--- config.mk ---
export PLATFORM = sky130hd
export DESIGN_NAME = ldul_ctrl
export DESIGN_NICKNAME = d
export VERILOG_FILES = /design/src/rtl/ldul_pkg.sv /design/src/rtl/ldul_ctrl.sv
export SDC_FILE = /design/constraint.sdc
export NUM_CORES = 1
export LEC_CHECK = 0
export ABC_AREA = 1
export BUFFER_PORTS_ARGS = -buffer_cell sky130_fd_sc_hd__buf_4
export CAP_MARGIN = 20
export CORE_MARGIN = 2
export CORE_UTILIZATION = 55
export CTS_CLUSTER_DIAMETER = 40
export DETAILED_ROUTE_END_ITERATION = 8
export GPL_TIMING_DRIVEN = 0
export HOLD_SLACK_MARGIN = 0.08
export PLACE_DENSITY_LB_ADDON = 0.2
export SETUP_SLACK_MARGIN = 0.05
export SYNTH_ARGS = -nofsm -noshare
export SYNTH_HDL_FRONTEND = slang
export SYNTH_SLANG_ARGS = --single-unit
export TNS_END_PERCENT = 50
--- constraint.sdc ---
create_clock -name i_clk -period 2.57 [get_ports i_clk]
set_input_delay 0.6425 -clock i_clk [delete_from_list [all_inputs] [get_ports i_clk]]
set_output_delay 0.6425 -clock i_clk [all_outputs]
set_load 0.05 [all_outputs]
--- src/rtl/ldul_pkg.sv ---
// ----------------------------------------------------------------------------
// ldul_pkg
// Shared types and constants of the largest-divisor-under-limit block:
// datapath command codes, the command and status records, and fixed bounds.
// ----------------------------------------------------------------------------
package ldul_pkg;

    localparam int          DATA_W          = 32;
    localparam int          D_W             = 17;
    localparam logic [D_W-1:0]    SQRT_EDGE       = 17'd65535;
    localparam logic [DATA_W-1:0] WRAP_FOUND_EDGE = 32'hFFFF_FFF9;
    localparam logic [DATA_W-1:0] FIRST_ODD       = 32'd3;
    localparam logic [DATA_W-1:0] TWO             = 32'd2;

    localparam int OP_W = 6;
    typedef logic [OP_W-1:0] t_op;

    localparam t_op OP_NOP        = 6'd0;
    localparam t_op OP_LOAD       = 6'd1;
    localparam t_op OP_SET_L      = 6'd2;
    localparam t_op OP_RES_L      = 6'd3;
    localparam t_op OP_SET_RETRY  = 6'd4;
    localparam t_op OP_FINAL      = 6'd5;
    localparam t_op OP_OUT        = 6'd6;
    localparam t_op OP_C_INIT     = 6'd7;
    localparam t_op OP_LOWF_ST    = 6'd8;
    localparam t_op OP_GCD_INIT   = 6'd10;
    localparam t_op OP_GCD_CHK    = 6'd11;
    localparam t_op OP_GCD_W      = 6'd12;
    localparam t_op OP_NUM_RES    = 6'd13;
    localparam t_op OP_PS_CMP     = 6'd14;
    localparam t_op OP_BOUND_ST   = 6'd15;
    localparam t_op OP_BOUND_W    = 6'd16;
    localparam t_op OP_TCHK       = 6'd17;
    localparam t_op OP_FILL       = 6'd18;
    localparam t_op OP_PQ_ST      = 6'd19;
    localparam t_op OP_PQ_W       = 6'd20;
    localparam t_op OP_KN_FLD     = 6'd21;
    localparam t_op OP_KN_RD      = 6'd22;
    localparam t_op OP_KN_WR      = 6'd23;
    localparam t_op OP_KN_FIN     = 6'd24;
    localparam t_op OP_KN_MUL     = 6'd25;
    localparam t_op OP_GR_MUL     = 6'd26;
    localparam t_op OP_GR_CMP     = 6'd27;
    localparam t_op OP_C_RET      = 6'd28;
    localparam t_op OP_F_INIT     = 6'd29;
    localparam t_op OP_F_EVEN     = 6'd30;
    localparam t_op OP_F_LOOP     = 6'd31;
    localparam t_op OP_F_DIVST    = 6'd32;
    localparam t_op OP_F_DIVW     = 6'd33;
    localparam t_op OP_F_SQ       = 6'd34;
    localparam t_op OP_F_SQC      = 6'd35;
    localparam t_op OP_F_TAIL     = 6'd36;

    typedef struct packed {
        t_op op;
    } t_cmd;

    typedef struct packed {
        logic l_gt1;
        logic lim_gt_t;
        logic retry;
        logic div_done;
        logic rem_zero;
        logic b_zero;
        logic lowf_lt_res;
        logic more;
        logic found;
        logic bound_le_t;
        logic p_end;
        logic even;
        logic d_gt_rest;
        logic d_gt_edge;
        logic sq_gt_num;
        logic gr_ok;
        logic out_free;
    } t_status;

endpackage

--- src/rtl/ldul_ctrl.sv ---
// ----------------------------------------------------------------------------
// ldul_ctrl
// Sequencer: walks the search (pre-factor, knapsack or greedy, retry, clip)
// and the shared factorizing routine, issuing one command per cycle.
// ----------------------------------------------------------------------------
module ldul_ctrl import ldul_pkg::*; (
    input  logic    i_clk,
    input  logic    i_rst_n,
    input  logic    i_in_valid,
    output logic    o_in_ready,
    input  t_status i_st,
    output t_cmd    o_cmd
);

    localparam logic [5:0] S_IDLE  = 6'd0;
    localparam logic [5:0] S_DISP  = 6'd1;
    localparam logic [5:0] S_POST1 = 6'd2;
    localparam logic [5:0] S_FINAL = 6'd3;
    localparam logic [5:0] S_OUT   = 6'd4;
    localparam logic [5:0] S_CSTART= 6'd5;
    localparam logic [5:0] S_LOWF  = 6'd6;
    localparam logic [5:0] S_GINIT = 6'd8;
    localparam logic [5:0] S_GCHK  = 6'd9;
    localparam logic [5:0] S_GW    = 6'd10;
    localparam logic [5:0] S_GCMP  = 6'd11;
    localparam logic [5:0] S_PSRD  = 6'd12;
    localparam logic [5:0] S_PSCMP = 6'd13;
    localparam logic [5:0] S_BND   = 6'd14;
    localparam logic [5:0] S_BNDW  = 6'd15;
    localparam logic [5:0] S_TCHK  = 6'd16;
    localparam logic [5:0] S_FILL  = 6'd17;
    localparam logic [5:0] S_PQ    = 6'd18;
    localparam logic [5:0] S_PQW   = 6'd19;
    localparam logic [5:0] S_KFRD  = 6'd20;
    localparam logic [5:0] S_KFLD  = 6'd21;
    localparam logic [5:0] S_KRD   = 6'd22;
    localparam logic [5:0] S_KWR   = 6'd23;
    localparam logic [5:0] S_KFIN  = 6'd24;
    localparam logic [5:0] S_KMUL  = 6'd25;
    localparam logic [5:0] S_GRRD  = 6'd26;
    localparam logic [5:0] S_GRMUL = 6'd27;
    localparam logic [5:0] S_GRCMP = 6'd28;
    localparam logic [5:0] S_CRET  = 6'd29;
    localparam logic [5:0] S_FINIT = 6'd30;
    localparam logic [5:0] S_FEVEN = 6'd31;
    localparam logic [5:0] S_FLOOP = 6'd32;
    localparam logic [5:0] S_FDST  = 6'd33;
    localparam logic [5:0] S_FDW   = 6'd34;
    localparam logic [5:0] S_FSQ   = 6'd35;
    localparam logic [5:0] S_FSQC  = 6'd36;
    localparam logic [5:0] S_FTAIL = 6'd37;

    // Where the factorizing routine returns to.
    localparam logic [1:0] RET_SCAN   = 2'd0;
    localparam logic [1:0] RET_KNAP   = 2'd1;
    localparam logic [1:0] RET_GREEDY = 2'd2;

    logic [5:0] r_state, n_state;
    logic [1:0] r_fret, n_fret;
    logic       r_pass, n_pass;
    t_op        op;

    always_ff @(posedge i_clk) begin
        if (!i_rst_n) begin
            r_state <= S_IDLE;
            r_fret  <= RET_SCAN;
            r_pass  <= 1'b0;
        end else begin
            r_state <= n_state;
            r_fret  <= n_fret;
            r_pass  <= n_pass;
        end
    end

    always_comb begin
        n_state = r_state;
        n_fret  = r_fret;
        n_pass  = r_pass;
        op      = OP_NOP;
        case (r_state)
            S_IDLE: begin
                if (i_in_valid) begin
                    op      = OP_LOAD;
                    n_state = S_DISP;
                end
            end
            S_DISP: begin
                if (i_st.l_gt1) begin
                    op      = OP_SET_L;
                    n_pass  = 1'b0;
                    n_state = S_CSTART;
                end else begin
                    op      = OP_RES_L;
                    n_state = S_POST1;
                end
            end
            S_POST1: begin
                if (i_st.retry) begin
                    op      = OP_SET_RETRY;
                    n_pass  = 1'b1;
                    n_state = S_CSTART;
                end else begin
                    n_state = S_FINAL;
                end
            end
            S_FINAL: begin
                op      = OP_FINAL;
                n_state = S_OUT;
            end
            S_OUT: begin
                op = OP_OUT;
                if (i_st.out_free) begin
                    n_state = S_IDLE;
                end
            end
            S_CSTART: begin
                op      = OP_C_INIT;
                n_state = i_st.lim_gt_t ? S_LOWF : S_TCHK;
            end
            S_LOWF: begin
                op      = OP_LOWF_ST;
                n_state = S_GINIT;
            end
            S_GINIT: begin
                op      = OP_GCD_INIT;
                n_state = S_GCHK;
            end
            S_GCHK: begin
                op      = OP_GCD_CHK;
                n_state = i_st.b_zero ? S_GCMP : S_GW;
            end
            S_GW: begin
                op = OP_GCD_W;
                if (i_st.div_done) begin
                    n_state = S_GCHK;
                end
            end
            S_GCMP: begin
                op = OP_NUM_RES;
                if (i_st.lowf_lt_res) begin
                    n_fret  = RET_SCAN;
                    n_state = S_FINIT;
                end else begin
                    n_state = S_BND;
                end
            end
            S_PSRD: begin
                n_state = i_st.more ? S_PSCMP : S_BND;
            end
            S_PSCMP: begin
                op      = OP_PS_CMP;
                n_state = i_st.found ? S_BND : S_PSRD;
            end
            S_BND: begin
                op      = OP_BOUND_ST;
                n_state = S_BNDW;
            end
            S_BNDW: begin
                op = OP_BOUND_W;
                if (i_st.div_done) begin
                    n_state = S_TCHK;
                end
            end
            S_TCHK: begin
                op = OP_TCHK;
                if (i_st.bound_le_t) begin
                    n_state = S_FILL;
                end else begin
                    n_fret  = RET_GREEDY;
                    n_state = S_FINIT;
                end
            end
            S_FILL: begin
                op = OP_FILL;
                if (i_st.p_end) begin
                    n_state = S_PQ;
                end
            end
            S_PQ: begin
                op      = OP_PQ_ST;
                n_state = S_PQW;
            end
            S_PQW: begin
                op = OP_PQ_W;
                if (i_st.div_done) begin
                    n_fret  = RET_KNAP;
                    n_state = S_FINIT;
                end
            end
            S_KFRD: begin
                n_state = i_st.more ? S_KFLD : S_KFIN;
            end
            S_KFLD: begin
                op      = OP_KN_FLD;
                n_state = S_KRD;
            end
            S_KRD: begin
                op      = OP_KN_RD;
                n_state = S_KWR;
            end
            S_KWR: begin
                op      = OP_KN_WR;
                n_state = i_st.p_end ? S_KFRD : S_KRD;
            end
            S_KFIN: begin
                op      = OP_KN_FIN;
                n_state = S_KMUL;
            end
            S_KMUL: begin
                op      = OP_KN_MUL;
                n_state = S_CRET;
            end
            S_GRRD: begin
                n_state = i_st.more ? S_GRMUL : S_CRET;
            end
            S_GRMUL: begin
                op      = OP_GR_MUL;
                n_state = S_GRCMP;
            end
            S_GRCMP: begin
                op      = OP_GR_CMP;
                n_state = i_st.gr_ok ? S_GRRD : S_CRET;
            end
            S_CRET: begin
                op      = OP_C_RET;
                n_state = r_pass ? S_FINAL : S_POST1;
            end
            S_FINIT: begin
                op      = OP_F_INIT;
                n_state = S_FEVEN;
            end
            S_FEVEN: begin
                op = OP_F_EVEN;
                if (!i_st.even) begin
                    n_state = S_FLOOP;
                end
            end
            S_FLOOP: begin
                op      = OP_F_LOOP;
                n_state = (i_st.d_gt_rest || i_st.d_gt_edge) ? S_FTAIL : S_FDST;
            end
            S_FDST: begin
                op      = OP_F_DIVST;
                n_state = S_FDW;
            end
            S_FDW: begin
                op = OP_F_DIVW;
                if (i_st.div_done) begin
                    n_state = i_st.rem_zero ? S_FDST : S_FSQ;
                end
            end
            S_FSQ: begin
                op      = OP_F_SQ;
                n_state = S_FSQC;
            end
            S_FSQC: begin
                op      = OP_F_SQC;
                n_state = i_st.sq_gt_num ? S_FTAIL : S_FLOOP;
            end
            S_FTAIL: begin
                op = OP_F_TAIL;
                case (r_fret)
                    RET_SCAN: n_state = S_PSRD;
                    RET_KNAP: n_state = S_KFRD;
                    default:  n_state = S_GRRD;
                endcase
            end
            default: begin
                n_state = S_IDLE;
            end
        endcase
    end

    assign o_cmd.op   = op;
    assign o_in_ready = r_state == S_IDLE;

endmodule

== After elaboration in Yosys (flattened, before gate mapping) ==
Index checks and enable logic that the tools add are counted.

* Register bits after elaboration: 9
* Output and inout bits: 7
* Word-level logic and storage cells: 97

* Equality and inequality tests: 49
* Multiplexer cells: 37
* Reduce and logical (&&, ||, !) cells: 8

{| class="wikitable"
|+ Operators with widths
! cell !! number
|-
| 6-bit one-hot mux with 37 select lines || 1
|-
| 6-bit one-hot mux with 34 select lines || 1
|-
| 6-bit by 5-bit == test with 1-bit output (second input constant) || 16
|-
| 6-bit by 4-bit == test with 1-bit output (second input constant) || 8
|-
| 6-bit two-way mux || 8
|-
| 6-bit == test (second input constant) || 6
|-
| 2-bit != test (second input constant) || 12
|-
| 3-bit two-way mux || 7
|-
| 6-bit by 3-bit == test with 1-bit output (second input constant) || 3
|-
| 2-bit two-way mux || 7
|-
| 6-bit by 2-bit == test with 1-bit output (second input constant) || 2
|-
| 5-bit two-way mux || 2
|-
| 5-bit one-hot mux with 2 select lines || 1
|-
| 4-bit two-way mux || 2
|-
| 8-bit AND reduction || 1
|-
| 6-bit by 1-bit == test with 1-bit output (second input constant) || 1
|-
| 6-bit zero test || 1
|-
| 1-bit two-way mux || 6
|-
| 2-bit one-hot mux with 3 select lines || 1
|-
| 4-bit AND reduction || 1
|-
| 3-bit AND reduction || 1
|-
| 3-bit nonzero test || 1
|-
| 2-bit by 1-bit == test with 1-bit output (second input constant) || 1
|-
| 2-bit zero test || 1
|-
| other kinds (3) || 3
|}

== Depth between registers and ports, before layout ==
Gate-level depths: netlist of run 1.

* Depth after elaboration: 3
* Mapped depth: 12

== Least setup slack after synthesis of run 1 ==
OpenSTA, ideal clock, no wires.

* Kind: register to output
* Start: register r_state[0]
* End: output port o_cmd[0] (netlist bit)
* Data arrival time: 1.700 ns
* Data required time: 1.928 ns
* Slack: 0.227 ns
* Cell stages (with the launch flop): 7
* Buffers on the path: 1
* Path through: dfxtp_1 > buf_4 > nor2_2 > nand3_1 > inv_1 > nand2_1 > nand4_1

{| class="wikitable"
|+ RTL lines
! element !! line !! source
|-
| start, declared || ldul_ctrl.sv:58 || <nowiki>logic [5:0] r_state, n_state;</nowiki>
|-
| start signal, assigned || ldul_ctrl.sv:69 || <nowiki>r_state <= n_state;</nowiki>
|-
| end, declared || ldul_ctrl.sv:12 || <nowiki>output t_cmd o_cmd</nowiki>
|}

==> impl_metrics.toml, run 1 <==
[run_status]
status = "finished, final reports clean"

[timing]
max_slew.worst_pin.slew_ns = 0.348
slew_headroom_pct = 76.7
drv_slew = 0
fin_hold_ws_ns = 0.488
rsz0062_at_grt = "yes"
max_freq_mhz = 397
setup_tns_ns = 0
final_hold_viol_count = 0
fin_crit_sh_pct = 98.0
setup_violations = 0
fin_skew_ns = 0.00492
period_needed_ns = 2.52

[route]
viasPerCell = 6.07
firstDrtPassIters = 5
wl_per_cell_um = 16.3
vias = 2167
wl_met3_um = 824
m1WireLength_mm = 2.18
final_antenna_net_count = 0
drc = 0
top_layer = "met4"
drtIter0Drc = 236
routed_wl_mm = 5.83
wl_met2_mm = 2.58

[global_routing]
grt_first_pass_wirelength_mm = 8.54
overflow = 0
grt_max_degree = 11
antenna_found_initial = 0
grt_usage_pct = 34.9
grt_pass1_vias = 1835

[logic_synthesis]
mappedNetlistNets = 310
syn-cell-area_sq_um = 1470
synth_warnings = 0
syn_avg_cell_area_sq_um = 5.08
ys_ff_latch = 9
synth.distinct_cells = 25
ys_seq_area_share_pct = 12.2
postSynthCellCount = 290

[setup_path]
rrSetupSlack_ns = 0.73
ff2ff_path_depth = 12
rr_startpoint = "r_state[0]"
crit_type = "register to output port"
cp-end-kind = "output port"
r2r-end = "r_state[4]"
critical_path_arrival_ns = 1.88
critPathMaxFanout = 6
worstPathRequired_ns = 1.93
cp-start-kind = "register"

[clock_tree]
cts_sinks = 9
clk_pin_slew_ns = 0.06
htree_num_levels = 1
cts_buffer_depth = 2
cts_tree = "yes"
clk_latency_ns = 0.27
cts_buffers = 3
cts-root-buf = "clkbuf_4"

[placed_design]
gp_congestion = 1.04
dpl.hpwl_mm = 4.33
port_buffers = 26
placedCellCount = 346
placed_cell_area_sq_um = 1710

[layout]
fin_area_sq_um = 1980
postLayoutCoreUtil_pct = 79.2
drive_above_1_share_pct = 28.7
fin_nets = 348
instances_no_fill = 357
syn_to_final_growth_pct = 34.5
n_antenna_cell = 0

[power]
intPower_uw = 496
combinationalPowerShare_pct = 75.8
p_sw_share_pct = 58.3
seqPwrFrac_pct = 14.8
leakage_nw = 1.15
clockPowerShare_pct = 9.4
powerDensity_nw_per_um2 = 600
ir_drop_mv = 0.611
switching_power_uw = 692

[floorplan]
start_util_pct = 58.9
ios = 27
dieArea_sq_um = 3110
die_w_um = 55.7
core_area_sq_um = 2500
die_h_um = 55.7
core.rowCount = 18

[min_path]
min_from = "r_fret[0]"
whs_path_depth = 2
holdCritPathClass = "register to register"
whs_endpoint = "r_fret[0]"

[run]
drv_cap = 0
## flip-flops by register name, indices dropped and copies added, names as in the netlist
name     count
r_fret       2
r_pass       1
r_state      6
## metal layers
| layer | vias to the layer above | track usage (%) |
|---|---|---|
| met2 | 175 | 56.8 |
| li1 | 1017 | - |
| met3 | 37 | 8.14 |
| met1 | 938 | 46.2 |
| met4 | 0 | 9.41 |
| met5 | - | 0 |
## area by class of cell
| class | instances | area, sq um |
|---|---|---|
| Buffer | 5 | 56.3 |
| Clock buffer | 4 | 26.3 |
| Fill cell | 216 | 519 |
| Inverter | 42 | 166 |
| Multi-Input combinational cell | 235 | 1240 |
| Sequential cell | 9 | 196 |
| Tap cell | 30 | 37.5 |
| Timing Repair Buffer | 32 | 260 |
## worst max-delay path by stage
stage	cells past startpoint	startpoint	endpoint	slack [ns]
floorplan	6	r_state[0]	o_cmd[0]	0.23
global placement	7	r_state[3]	o_cmd[2]	0.11
detailed placement	7	r_state[3]	o_cmd[2]	0.18
CTS	8	r_state[0]	o_cmd[2]	0.02
global route	7	r_state[4]	o_cmd[0]	0.01
finish	9	r_state[1]	o_cmd[3]	0.05
## synth_stat cells
cell / instances / area, sq um
clkinv_1: 1 / 3.75
nand3b_1: 1 / 7.51
nand2_2: 4 / 25.0
buf_4: 2 / 15.0
buf_6: 2 / 22.5
o22ai_1: 1 / 6.26
o211ai_1: 1 / 7.51
nor4_1: 4 / 25.0
nor3_1: 8 / 40.0
o211ai_2: 1 / 12.5
dfxtp_1: 9 / 180
nand2_1: 78 / 293
inv_1: 37 / 139
nand3_1: 44 / 220
a21oi_1: 8 / 40.0
inv_2: 4 / 15.0
nand4_1: 8 / 50.1
buf_2: 1 / 5.00
nor2_4: 5 / 56.3
o21ai_1: 2 / 10.0
or2_1: 1 / 6.26
nor2_2: 6 / 37.5
nand3_2: 2 / 20.0
o21ai_0: 8 / 40.0
nor2_1: 52 / 195
## worst max-delay path, stage by stage, from the launching register on
cell,delay (ns)
dfxtp_2,0.33
buf_8,0.14
clkinvlp_4,0.15
nor2_4,0.26
buf_4,0.16
nand3_1,0.08
nand3_1,0.13
nor2_1,0.07
nand4_1,0.12
buf_6,0.17
## cells by family (layout without fill, tap and decap cells)
group / after synthesis / count (layout) / share of synthesized area (%)
buf+inv: 47 / 83 / 13.6
flops: 9 / 9 / 12.2
compound gates: 21 / 21 / 7.90
simple gates: 213 / 214 / 66.3
## power groups by stage
stage	clock network [mW]	logic [mW]	registers [mW]
2_1_floorplan	0	0.553	0.172
3_3_place_gp	0	0.764	0.175
3_5_place_dp	0	0.768	0.176
4_1_cts	0.114	0.771	0.173
5_1_grt	0.122	0.949	0.177
6_report	0.111	0.901	0.176
## through the flow
step	worst slack [ns]	total power, mW
floorplan	0.227	0.725
global placement	0.114	0.940
detailed placement	0.175	0.944
CTS	0.0190	1.06
global route	0.0105	1.25
finish	0.0512	1.19
## repair_timing
| action | CTS | global route |
|---|---|---|
| gates resized for setup | 5 | 47 |
| hold buffers | 0 | 0 |
| endpoints found under the hold margin | 0 | 0 |
| cloned | 0 | 1 |
| setup endpoints to repair | 5 | 6 |
| pin swaps | 0 | 8 |
| buffers inserted | 0 | 6 |
## cells in the final DEF, fill, tap and decap left out, drive strengths merged
master    instances
nor4              4
nand4             8
o21ai            10
a21oi             8
nand2            82
nand3            46
clkbuf            4
clkinvlp          1
inv              41
or2               1
dfxtp             9
nor3              8
o211ai            2
nand3b            1
o22ai             1
nor2             64
buf              37
Power figures use the tool's default switching activity.
==> run 2, diff against run 1 <==
--- a/config.mk
+++ b/config.mk
@@ -14,7 +14,7 @@
 export DETAILED_ROUTE_END_ITERATION = 8
 export GPL_TIMING_DRIVEN = 0
 export HOLD_SLACK_MARGIN = 0.08
-export PLACE_DENSITY_LB_ADDON = 0.2
+export PLACE_DENSITY = 0.9
 export SETUP_SLACK_MARGIN = 0.05
 export SYNTH_ARGS = -nofsm -noshare
 export SYNTH_HDL_FRONTEND = slang
==> run 2 against run 1 <==
Cell area fell by 1.1%. Sequential share of layout area is 0.28 points lower. Clock skew increased by 0.0084 ns. Die area stayed put. First-iteration DRC count is 4.7% lower. Largest cell class unchanged. The flow now finishes with violations (negative setup slack). Total power rose by 1.3%. Count of clock-buffer cells in the layout stayed put. Utilization down 0.85 points. Non-clock buffer count up 2. Highest routed layer unchanged. Worst setup slack worse by 0.079 ns. Combinational power hardly changed. Flip-flop and latch count stayed put.
==> impl_metrics.toml, run 2 (synthesized netlist as in run 1, its figures left out) <==
[layout]
fillers = 207
final_common_cell = "nand2_1"
largest-register = "r_state"
largest_reg_flops = 6
syn_to_final_growth_pct = 33.1
top_regs = "r_state x6, r_fret x2, r_pass x1"
fin_area_sq_um = 1960
fin_nets = 350
n_antenna_cell = 0
drive_above_1_share_pct = 28.9
final_cell_mix = "nand2_1 (74), nor2_1 (49), nand3_1 (37)"

[clock_tree]
clk_pin_slew_ns = 0.08
cts-root-buf = "clkbuf_4"
htree_num_levels = 1
cts_sinks = 9
clk_latency_ns = 0.28
cts_buffer_depth = 2
cts_tree = "yes"
cts_buffers = 3

[setup_path]
cp-start-kind = "register"
slowest_delay_ns = 0.33
crit_type = "register to output port"
slowest_stage = "o21ai_0"
rr_startpoint = "r_state[0]"
crit_chain = "buf_4 > inv_2 > nor2_4 > nand2_2 > o21ai_0 > nor3_2 > nand4_1 > buf_6"
worstPathRequired_ns = 1.93
critPathMaxFanout = 7
crit_start = "r_state[0]"
cp-end-kind = "output port"
critical_path_arrival_ns = 1.96

[placed_design]
placed_cell_area_sq_um = 1710
dpl.hpwl_mm = 4.29
gp_congestion = 1.09
port_buffers = 26

[route]
routed_wl_mm = 5.95
vias = 2238
firstDrtPassIters = 6
viasPerCell = 6.23
drc = 0
wl_per_cell_um = 16.6
drtIter0Drc = 225
final_antenna_net_count = 0

[floorplan]
start_util_pct = 58.9
die_h_um = 55.7
dieArea_sq_um = 3110
ios = 27
core_area_sq_um = 2500
die_w_um = 55.7
core.rowCount = 18

[timing]
setup_violations = 1
setup_tns_ns = -0.0276
max_freq_mhz = 385
rsz0062_at_grt = "yes"
drv_slew = 0
max_slew.worst_pin.slew_ns = 0.346
period_needed_ns = 2.60
fin_crit_sh_pct = 101
finalWorstSetupSlack_ns = -0.0276
slew_headroom_pct = 76.7
fin_hold_ws_ns = 0.477
final_hold_viol_count = 0
fin_skew_ns = 0.0133

[power]
powerDensity_nw_per_um2 = 614
leakage_nw = 1.13
ir_drop_mv = 0.678
power_mw = 1.20

[global_routing]
grt_usage_pct = 35.9
gr-usage-met3_pct = 9.53
overflow = 0
use_met1_pct = 47.0
grt_first_pass_wirelength_mm = 8.75
met2_usage_pct = 54.3
busiest_layer = "met2"
antenna_found_initial = 0
grt_pass1_vias = 1893
grt_max_degree = 11

[run_status]
status = "complete, but fails checks"
violations = "negative setup slack"

[min_path]
min_from = "r_fret[0]"
holdCritPathClass = "register to register"

[run]
drv_cap = 0
-- run 2: cell types whose count changed in the layout (fill, tap and decap cells not counted), sizes merged --
cell  previous run  this run
buf             37        39
-- run 2: worst max-delay path, delay by kind of cell (launching register included) --
family / cells / cell delay [ns]
and+or+nand+nor: 4 / 0.58
AOI/OAI and AO/OA: 1 / 0.33
buffers and inverters: 3 / 0.45
DFF: 1 / 0.31
-- run 2: path summary, 6_finish.rpt --
path | slack (ns) | cells past startpoint | end
setup / recovery | -0.03 | 8 | o_cmd[0]
hold / removal | 0.48 | 2 | r_fret[0]
setup reg to reg | 0.73 | 11 | r_state[3]
hold reg to reg | 0.48 | 2 | r_fret[0]
-- run 2: layout make-up --
type                            count  area [sq um]  area share, %
Timing Repair Buffer               34           267           13.6
Multi-Input combinational cell    235          1230           62.8
Buffer                              5          46.3           2.36
Sequential cell                     9           189           9.64
Inverter                           42           164           8.37
Tap cell                           30          37.5           1.92
Clock buffer                        4          26.3           1.34
-- run 2: layer usage --
layer	up-vias	part of all wire (%)
met5	-	0
met4	0	7.6
met3	64	15
met2	210	41
met1	950	36
li1	1014	-
-- run 2: what timing repair did --
| item | in CTS | in global routing |
|---|---|---|
| pin swaps | 0 | 7 |
| hold buffers | 0 | 0 |
| resized for setup | 4 | 39 |
| setup endpoints to repair | 5 | 6 |
| buffers inserted | 0 | 8 |
| gates cloned | 0 | 1 |
-- run 2: power by group --
| group | leakage, nW | switching [mW] | total, mW | internal [mW] |
|---|---|---|---|---|
| clock network | 0.0150 | 0.0661 | 0.126 | 0.0603 |
| logic | 1.04 | 0.632 | 0.903 | 0.272 |
| registers | 0.0757 | 0.0142 | 0.174 | 0.160 |
-- run 2: per-stage QoR --
step | utilization, % | setup slack, ns | std cells
global route | 78.4 | -0.0626 | 359
global placement | 68.2 | 0.152 | 346
finish | 78.4 | -0.0276 | 359
detailed placement | 68.2 | 0.175 | 346
CTS | 69.8 | 0.0541 | 350
floorplan | - | 0.227 | 290
